[src/hw/rtl/sha256_digest_engine_assert.svh]
// assertion macros for the sha256 digest engine
`ifndef SHA256_DIGEST_ENGINE_ASSERT_SVH
`define SHA256_DIGEST_ENGINE_ASSERT_SVH

// a request held by valid and not taken keeps its payload
`define SDE_HOLD(lbl, vld, rdy, pay) \
    lbl: assert property (@(posedge clk) disable iff (!rst_n) \
        (vld && !rdy) |=> $stable(pay)) else $error("payload changed while stalled");

// a condition that must hold in every cycle out of reset
`define SDE_ALWAYS(lbl, cond) \
    lbl: assert property (@(posedge clk) disable iff (!rst_n) (cond)) \
        else $error("invariant broken");

// an event implies a condition in the next cycle
`define SDE_NEXT(lbl, ante, cons) \
    lbl: assert property (@(posedge clk) disable iff (!rst_n) (ante) |=> (cons)) \
        else $error("sequence broken");

`endif

[src/hw/rtl/sha_pkg.sv]
package sha_pkg;

    localparam int QUEUE_DEPTH = 4;
    localparam int QUEUE_AW    = 2;

    typedef struct packed {
        logic [7:0] msg_byte;
        logic       byte_present;
        logic       final_item;
    } req_t;

    localparam logic [31:0] INIT_H [8] = '{
        32'h6a09e667, 32'hbb67ae85, 32'h3c6ef372, 32'ha54ff53a,
        32'h510e527f, 32'h9b05688c, 32'h1f83d9ab, 32'h5be0cd19
    };

    localparam logic [31:0] ROUND_K [64] = '{
        32'h428a2f98, 32'h71374491, 32'hb5c0fbcf, 32'he9b5dba5,
        32'h3956c25b, 32'h59f111f1, 32'h923f82a4, 32'hab1c5ed5,
        32'hd807aa98, 32'h12835b01, 32'h243185be, 32'h550c7dc3,
        32'h72be5d74, 32'h80deb1fe, 32'h9bdc06a7, 32'hc19bf174,
        32'he49b69c1, 32'hefbe4786, 32'h0fc19dc6, 32'h240ca1cc,
        32'h2de92c6f, 32'h4a7484aa, 32'h5cb0a9dc, 32'h76f988da,
        32'h983e5152, 32'ha831c66d, 32'hb00327c8, 32'hbf597fc7,
        32'hc6e00bf3, 32'hd5a79147, 32'h06ca6351, 32'h14292967,
        32'h27b70a85, 32'h2e1b2138, 32'h4d2c6dfc, 32'h53380d13,
        32'h650a7354, 32'h766a0abb, 32'h81c2c92e, 32'h92722c85,
        32'ha2bfe8a1, 32'ha81a664b, 32'hc24b8b70, 32'hc76c51a3,
        32'hd192e819, 32'hd6990624, 32'hf40e3585, 32'h106aa070,
        32'h19a4c116, 32'h1e376c08, 32'h2748774c, 32'h34b0bcb5,
        32'h391c0cb3, 32'h4ed8aa4a, 32'h5b9cca4f, 32'h682e6ff3,
        32'h748f82ee, 32'h78a5636f, 32'h84c87814, 32'h8cc70208,
        32'h90befffa, 32'ha4506ceb, 32'hbef9a3f7, 32'hc67178f2
    };

    localparam logic [7:0] PAD_BYTE = 8'h80;

    function automatic logic [31:0] rotr(input logic [31:0] x, input int n);
        rotr = (x >> n) | (x << (32 - n));
    endfunction

endpackage

[src/hw/rtl/sha_front.sv]
// request queue: drops empty non-final requests, buffers the rest
module sha_front (
    input  logic              clk,
    input  logic              rst_n,
    input  logic              valid,
    output logic              ready,
    input  sha_pkg::req_t     req,
    output logic              q_valid,
    input  logic              q_ready,
    output sha_pkg::req_t     q_req
);
    sha_pkg::req_t                 mem_reg [sha_pkg::QUEUE_DEPTH];
    logic [sha_pkg::QUEUE_AW-1:0]  wr_reg, rd_reg;
    logic [sha_pkg::QUEUE_AW:0]    cnt_reg;
    logic                          push, pop, keep;

    assign ready   = (cnt_reg != (sha_pkg::QUEUE_AW+1)'(sha_pkg::QUEUE_DEPTH));
    assign keep    = req.byte_present | req.final_item;
    assign push    = valid & ready & keep;
    assign q_valid = (cnt_reg != '0);
    assign pop     = q_valid & q_ready;
    assign q_req   = mem_reg[rd_reg];

    always_ff @(posedge clk)
    begin
        if (push)
        begin
            mem_reg[wr_reg] <= req;
        end
    end

    always_ff @(posedge clk or negedge rst_n)
    begin
        if (!rst_n)
        begin
            wr_reg  <= '0;
            rd_reg  <= '0;
            cnt_reg <= '0;
        end
        else
        begin
            if (push) wr_reg <= wr_reg + 1'b1;
            if (pop)  rd_reg <= rd_reg + 1'b1;
            cnt_reg <= cnt_reg + (sha_pkg::QUEUE_AW+1)'(push) - (sha_pkg::QUEUE_AW+1)'(pop);
        end
    end
endmodule

[src/hw/rtl/sha_back.sv]
// byte packing, padding, 64-round compression and digest output
module sha_back (
    input  logic              clk,
    input  logic              rst_n,
    input  logic              q_valid,
    output logic              q_ready,
    input  sha_pkg::req_t     q_req,
    output logic              out_valid,
    input  logic              out_ready,
    output logic [31:0]       out_word,
    output logic              out_last
);
    localparam logic [2:0] S_IDLE = 3'd0;
    localparam logic [2:0] S_PAD  = 3'd1;
    localparam logic [2:0] S_RND  = 3'd2;
    localparam logic [2:0] S_ADD  = 3'd3;
    localparam logic [2:0] S_OUT  = 3'd4;
    localparam logic [2:0] S_ZLEN = 3'd5;

    logic [2:0]  state_reg;
    logic [31:0] blk_reg [16];
    logic [5:0]  fill_reg;
    logic [63:0] len_reg;
    logic [31:0] h_reg [8];
    logic [31:0] v_reg [8];
    logic [31:0] w_reg [16];
    logic [5:0]  rnd_reg;
    logic        fin_reg;    // padding pending after this block
    logic        pad_reg;    // current block already holds the pad byte
    logic        lenblk_reg; // current pad block carries the length
    logic [2:0]  oidx_reg;

    logic [31:0] w_cur, w2, w15, s0, s1, t1, t2, ee, aa, ch, mj;
    logic [3:0]  wi;
    logic [1:0]  bi;
    logic        blk_go, len_fits;

    assign q_ready  = (state_reg == S_IDLE);
    assign out_valid = (state_reg == S_OUT);
    assign out_word = h_reg[oidx_reg];
    assign out_last = (oidx_reg == 3'd7);
    assign blk_go   = (state_reg == S_IDLE) && q_valid && q_req.byte_present
                      && (fill_reg == 6'd63);
    assign len_fits = (fill_reg < 6'd56);

    always_comb
    begin
        w2  = w_reg[4'(rnd_reg - 6'd2)];
        w15 = w_reg[4'(rnd_reg - 6'd15)];
        s0  = sha_pkg::rotr(w15, 7) ^ sha_pkg::rotr(w15, 18) ^ (w15 >> 3);
        s1  = sha_pkg::rotr(w2, 17) ^ sha_pkg::rotr(w2, 19) ^ (w2 >> 10);
        if (rnd_reg < 6'd16)
            w_cur = blk_reg[rnd_reg[3:0]];
        else
            w_cur = s1 + w_reg[4'(rnd_reg - 6'd7)] + s0 + w_reg[rnd_reg[3:0]];
        aa = v_reg[0];
        ee = v_reg[4];
        ch = (ee & v_reg[5]) ^ (~ee & v_reg[6]);
        mj = (aa & v_reg[1]) ^ (aa & v_reg[2]) ^ (v_reg[1] & v_reg[2]);
        t1 = v_reg[7] + (sha_pkg::rotr(ee, 6) ^ sha_pkg::rotr(ee, 11) ^ sha_pkg::rotr(ee, 25))
             + ch + sha_pkg::ROUND_K[rnd_reg] + w_cur;
        t2 = (sha_pkg::rotr(aa, 2) ^ sha_pkg::rotr(aa, 13) ^ sha_pkg::rotr(aa, 22)) + mj;
        wi = fill_reg[5:2];
        bi = fill_reg[1:0];
    end

    // block words: byte lane write, padding fill, length block
    always_ff @(posedge clk)
    begin
        if (state_reg == S_IDLE && q_valid && q_req.byte_present)
        begin
            blk_reg[wi][8*(3-bi) +: 8] <= q_req.msg_byte;
        end
        else if (state_reg == S_PAD)
        begin
            // pad byte at the fill point, zeros after it, length when it fits
            for (int i = 0; i < 16; i++)
            begin
                if (len_fits && i == 14)
                    blk_reg[i] <= len_reg[63:32];
                else if (len_fits && i == 15)
                    blk_reg[i] <= len_reg[31:0];
                else
                begin
                    for (int k = 0; k < 4; k++)
                    begin
                        if (4 * i + k == int'(fill_reg))
                            blk_reg[i][8*(3-k) +: 8] <= sha_pkg::PAD_BYTE;
                        else if (4 * i + k > int'(fill_reg))
                            blk_reg[i][8*(3-k) +: 8] <= 8'd0;
                    end
                end
            end
        end
        else if (state_reg == S_ZLEN)
        begin
            // zeros and the length, after a pad block with no room left
            for (int i = 0; i < 14; i++)
                blk_reg[i] <= 32'd0;
            blk_reg[14] <= len_reg[63:32];
            blk_reg[15] <= len_reg[31:0];
        end
    end

    // round registers and message schedule
    always_ff @(posedge clk)
    begin
        if (blk_go || state_reg == S_PAD || state_reg == S_ZLEN)
        begin
            v_reg <= h_reg;
        end
        else if (state_reg == S_RND)
        begin
            w_reg[rnd_reg[3:0]] <= w_cur;
            v_reg[7] <= v_reg[6];
            v_reg[6] <= v_reg[5];
            v_reg[5] <= ee;
            v_reg[4] <= v_reg[3] + t1;
            v_reg[3] <= v_reg[2];
            v_reg[2] <= v_reg[1];
            v_reg[1] <= aa;
            v_reg[0] <= t1 + t2;
        end
    end

    // control and chaining words
    always_ff @(posedge clk or negedge rst_n)
    begin
        if (!rst_n)
        begin
            state_reg  <= S_IDLE;
            fill_reg   <= '0;
            len_reg    <= '0;
            h_reg      <= sha_pkg::INIT_H;
            rnd_reg    <= '0;
            fin_reg    <= 1'b0;
            pad_reg    <= 1'b0;
            lenblk_reg <= 1'b0;
            oidx_reg   <= '0;
        end
        else
        begin
            case (state_reg)
                S_IDLE:
                begin
                    if (q_valid)
                    begin
                        if (q_req.byte_present)
                        begin
                            fill_reg <= fill_reg + 6'd1;
                            len_reg  <= len_reg + 64'd8;
                        end
                        fin_reg <= q_req.final_item;
                        if (blk_go)
                        begin
                            // block full of data, compress it first
                            state_reg  <= S_RND;
                            rnd_reg    <= '0;
                            pad_reg    <= 1'b0;
                            lenblk_reg <= 1'b0;
                        end
                        else if (q_req.final_item)
                            state_reg <= S_PAD;
                    end
                end
                S_PAD:
                begin
                    state_reg  <= S_RND;
                    rnd_reg    <= '0;
                    pad_reg    <= 1'b1;
                    lenblk_reg <= len_fits;
                end
                S_ZLEN:
                begin
                    state_reg  <= S_RND;
                    rnd_reg    <= '0;
                    pad_reg    <= 1'b1;
                    lenblk_reg <= 1'b1;
                end
                S_RND:
                begin
                    rnd_reg <= rnd_reg + 6'd1;
                    if (rnd_reg == 6'd63)
                        state_reg <= S_ADD;
                end
                S_ADD:
                begin
                    for (int i = 0; i < 8; i++)
                        h_reg[i] <= h_reg[i] + v_reg[i];
                    if (lenblk_reg)
                    begin
                        state_reg <= S_OUT;
                        oidx_reg  <= '0;
                    end
                    else if (pad_reg)
                        state_reg <= S_ZLEN;
                    else if (fin_reg)
                        state_reg <= S_PAD;
                    else
                        state_reg <= S_IDLE;
                end
                S_OUT:
                begin
                    if (out_ready)
                    begin
                        oidx_reg <= oidx_reg + 3'd1;
                        if (oidx_reg == 3'd7)
                        begin
                            h_reg      <= sha_pkg::INIT_H;
                            fill_reg   <= '0;
                            len_reg    <= '0;
                            fin_reg    <= 1'b0;
                            pad_reg    <= 1'b0;
                            lenblk_reg <= 1'b0;
                            state_reg  <= S_IDLE;
                        end
                    end
                end
                default: state_reg <= S_IDLE;
            endcase
        end
    end
endmodule

[src/hw/rtl/sha256_digest_engine.sv]
// sha256 digest engine
// input channel: valid/ready carrying msg_byte, byte_present, final_item.
// one request per message byte; the request marked final_item ends the
// message (byte_present low on it gives an empty trailing item).
// output channel: valid/ready carrying digest_word and digest_last;
// eight words H0..H7 leave per message, digest_last on H7.
// a four-entry request queue decouples the input from the hash core; the
// core takes one byte request per cycle, so bytes flow at one per cycle
// until a block fills; a full 64-byte block then goes through the 64
// rounds and the add, and no request is taken meanwhile.
// the final request leads through a padding setup state, the 64 rounds
// and the add, twice over when the length no longer fits the last block;
// the digest then leaves as eight beats.
// requests with neither a byte nor the final mark are dropped at entry.
// reset clears the queue, the length count and the fill count and loads
// the initial chaining values; the block store needs no clearing.
// a stalled receiver holds the current digest word; the queue keeps
// taking requests until its four entries are full, then ready drops.
module sha256_digest_engine (
    input  logic        clk,
    input  logic        rst_n,
    input  logic        valid,
    output logic        ready,
    input  logic [7:0]  msg_byte,
    input  logic        byte_present,
    input  logic        final_item,
    output logic        out_valid,
    input  logic        out_ready,
    output logic [31:0] digest_word,
    output logic        digest_last
);
`include "sha256_digest_engine_assert.svh"

    sha_pkg::req_t req, q_req;
    logic          q_valid, q_ready;

    assign req.msg_byte     = msg_byte;
    assign req.byte_present = byte_present;
    assign req.final_item   = final_item;

    sha_front u_front (
        .clk     (clk),
        .rst_n   (rst_n),
        .valid   (valid),
        .ready   (ready),
        .req     (req),
        .q_valid (q_valid),
        .q_ready (q_ready),
        .q_req   (q_req)
    );

    sha_back u_back (
        .clk       (clk),
        .rst_n     (rst_n),
        .q_valid   (q_valid),
        .q_ready   (q_ready),
        .q_req     (q_req),
        .out_valid (out_valid),
        .out_ready (out_ready),
        .out_word  (digest_word),
        .out_last  (digest_last)
    );

    // core never pulls from the queue while a digest is leaving
    `SDE_ALWAYS(a_no_pull_during_out, !(out_valid && q_ready))
    // after the last digest word the core is idle again
    `SDE_NEXT(a_idle_after_last, out_valid && out_ready && digest_last, !out_valid)
    // stalled digest word holds
    `SDE_HOLD(a_out_hold, out_valid, out_ready, digest_word)

endmodule

[config.mk]
export PLATFORM = sky130hd
export DESIGN_NAME = sha256_digest_engine
export DESIGN_NICKNAME = d
export VERILOG_FILES = /design/src/hw/rtl/sha_pkg.sv /design/src/hw/rtl/sha_front.sv /design/src/hw/rtl/sha_back.sv /design/src/hw/rtl/sha256_digest_engine.sv
export VERILOG_INCLUDE_DIRS = /design/src /design/src/hw/rtl
export SDC_FILE = /design/constraint.sdc
export NUM_CORES = 2
export LEC_CHECK = 0
export CELL_PAD_IN_SITES_DETAIL_PLACEMENT = 1
export CELL_PAD_IN_SITES_GLOBAL_PLACEMENT = 2
export CORE_MARGIN = 5
export CORE_UTILIZATION = 25
export CTS_CLUSTER_SIZE = 10
export DETAILED_ROUTE_END_ITERATION = 6
export DONT_BUFFER_PORTS = 1
export PLACE_DENSITY_LB_ADDON = 0.3
export SYNTH_ARGS = -nofsm -noshare
export SYNTH_HDL_FRONTEND = slang
export SYNTH_HIERARCHICAL = 1
export SYNTH_SLANG_ARGS = --single-unit
[constraint.sdc]
create_clock -name clk -period 35.5 [get_ports clk]
set_input_delay 5.325 -clock clk [delete_from_list [all_inputs] [get_ports clk]]
set_output_delay 5.325 -clock clk [all_outputs]
set_load 0.1 [all_outputs]
==> impl_results.md <==
* Outcome: finished clean
* Post-Syn Area per Cell at between 10 and 15 um2
* Global-route wire length before repair at 649.8 mm
* Port Buffers at 0
* Syn Nets at between 10000 and 15000
* Commonest non-fill, non-tap cell in the layout: nand2_1
* Crit-path max FO at ~140
* Synthesized area at 0.1073 mm2
* Peak per-stage delay on the critical path at 0.96 ns
* Critical Path RT at 36.11 ns
* Share of cells above drive strength 1 at between 10% and 20%
* TNS Setup at 0 ns
* Synth cell types at 102
* Via count at 83910
* Crit path capture type: flop
* Final Hold Viols at 0
* Full die area at 0.4424 mm2
* Clock Sinks at ~1700
* Initial core utilization at between 20 and 30%
* Core ar. at approximately 0.43 mm2
* Clk_lat worst skew at 0.95 ns
* Layout area overhead at 11.87%
* Final Skew at 0.09953 ns
* DR DRC count at 0
* DRT iter0 DRCs at 6724
* Reg area at 0.04449 mm2
* Post-CTS setup buffers at 0
* First drt pass iteration count at 6
* Final WL at 450.5 mm
* I/O pins at 49
* Largest net degree at the start of global routing at 346
* Post-CTS sizing at 0
* Setup violators final at 0
* Period minus WS final at 15.73 ns
* CTS root buf: clkbuf_16
* Most frequent cells in the layout: 1220 x nand2_1, 1192 x nor2_1, 923 x edfxtp_1
* Final WS setup at 19.77 ns
* H-tree Lvls at 4
* Chip Width at 665.1 um
* Worst path slowest cell: dfrtp_4
* Max-slew violation count at 0
* Std cell rows at 240
* Ys async rst share at between 20 and 25%
* Data arrival, critical path at 16.34 ns
* CP Class: reg2reg
* Clock Pin Slew Worst Setup and Hold Paths at ~0.06 ns
* Worst slew pin tran at 1.358 ns
* WL/cell at 28.60 um
* Fillers at 47860
* Routability congestion estimate at approximately 0.9
* Sequential fraction of the synthesis area at approximately two fifths
* Final Cycle Share at 44.31%
* All-Layer GR Usage at 19.76%
* DR vias/cell at 5.328
* Net count, final at ~11000
* Rel. slew slack at 9.483%
* Synth Warn # at 6
* Post-synth EDFFs at 923
* CTS tree: done
* Antenna violations before repair at 25
* Max-cap violations at 0
* GR Overflow Total at 0
* RSZ-0062 raised after global routing: false
* Vias in the first global route at approximately 87000
* Mapped Cells at 10150
* Number of hold buffers added after cts at 0
* Synth Flop Type: edfxtp_1
* Achievable Freq at 63.57 MHz
* HP Class: reg2reg
* Final hold slack at roughly 0.45 ns
* CP Launch Type: flop
* Die Y-Extent at 665.1 um
* DP Worst Slack at 19.88 ns
* Area of the multi-input gates at 0.05935 mm2
* HPWL Detailed at 321.8 mm
* Flops & latches, synth at 1665
* Bufs on Longest Clock Path at 4
* Final ANT Viol Nets at 0
* Num CTS Buffers at between 200 and 250
-- cells by family (layout without fill, tap and decap cells) --
family | after synthesis | count (layout) | share of synthesized area [%]
AO/OA/AOI/OAI | 2255 | 2255 | 12.72
XOR/XNOR | 633 | 633 | 5.201
adder cells (fa/ha/maj) | 647 | 647 | 8.865
buffers and inverters | 988 | 900 | 3.610
flip-flops | 1665 | 1665 | 41.44
multiplexers | 856 | 856 | 16.08
other | 0 | 5 | 0
AND/OR/NAND/NOR | 3102 | 3102 | 12.09
-- area by class of cell --
| type | instances | share of cell area [%] |
|---|---|---|
| diodes | 5 | 0.01042 |
| clock buffers | 328 | 4.967 |
| clock inverters | 38 | 0.2595 |
| inverters | 368 | 1.155 |
| multi-input cells | 7493 | 49.44 |
| flip-flops and latches | 1665 | 37.07 |
| well taps | 5687 | 5.928 |
| repair buffers | 166 | 1.172 |
-- metal layers --
| layer | global-route usage (%) | wire length [um] | share of wire [%] |
|---|---|---|---|
| met2 | 32.20 | 208700 | 46 |
| met3 | 2.289 | 22940 | 5.1 |
| met5 | 0 | 36 | 0.0080 |
| met4 | 6.319 | 15970 | 3.5 |
| met1 | 27.38 | 202800 | 45 |
-- path summary, 6_finish.rpt --
check                                                      endpoint  cells after the start                           startpoint  slack [ns]
min in group asynchronous              u_back/h_reg[94]$_DFFE_PN0P_                      0                                rst_n        4.18
worst max register to register              u_back/aa[30]$_DFFE_PP_                     47        u_back/rnd_reg[0]$_DFFE_PN0P_       19.77
worst min-delay path            u_back/blk_reg[11][25]$_SDFFE_PP0P_                      2  u_back/blk_reg[11][25]$_SDFFE_PP0P_        0.45
worst min register to register  u_back/blk_reg[11][25]$_SDFFE_PP0P_                      2  u_back/blk_reg[11][25]$_SDFFE_PP0P_        0.45
max in group asynchronous            u_back/fill_reg[0]$_DFFE_PN0P_                      1                                rst_n       30.12
worst max-delay path                        u_back/aa[30]$_DFFE_PP_                     47        u_back/rnd_reg[0]$_DFFE_PN0P_       19.77
-- Yosys cell counts (198+ instances only) --
cell type | count | area [um2]
o21ai_0 | 524 | 2623
fa_1 | 198 | 3964
dfxtp_1 | 397 | 7948
ha_1 | 421 | 5268
inv_1 | 365 | 1370
a21oi_1 | 879 | 4399
nand3_1 | 209 | 1046
xnor2_1 | 387 | 3390
edfxtp_1 | 923 | 27720
clkbuf_1 | 476 | 1787
mux4_2 | 665 | 14980
nand2_1 | 1224 | 4594
nor2_1 | 1202 | 4512
dfrtp_1 | 209 | 5230
xor2_1 | 242 | 2120
-- worst max-delay path, delay by kind of cell, from the launching register on --
| family | cells | cell delay [ns] |
|---|---|---|
| mux | 2 | 1.20 |
| xor+xnor | 5 | 1.36 |
| fa+ha+maj | 9 | 4.17 |
| compound gates | 12 | 3.79 |
| buf+inv | 9 | 2.59 |
| simple gates | 10 | 1.25 |
| flops | 1 | 0.96 |
-- stage by stage --
| step | instances | instance area, um2 | util, % |
|---|---|---|---|
| 6_report | 15750 | 120000 | 28.07 |
| 2_1_floorplan | 10150 | 107300 | - |
| 3_5_place_dp | 15380 | 113700 | 26.59 |
| 4_1_cts | 15740 | 120000 | 28.06 |
| 5_1_grt | 15750 | 120000 | 28.07 |
| 3_3_place_gp | 15380 | 113700 | 26.59 |
Power is not shown: default switching activity piles up to over one toggle a cycle in this logic, so the estimate is an artifact.
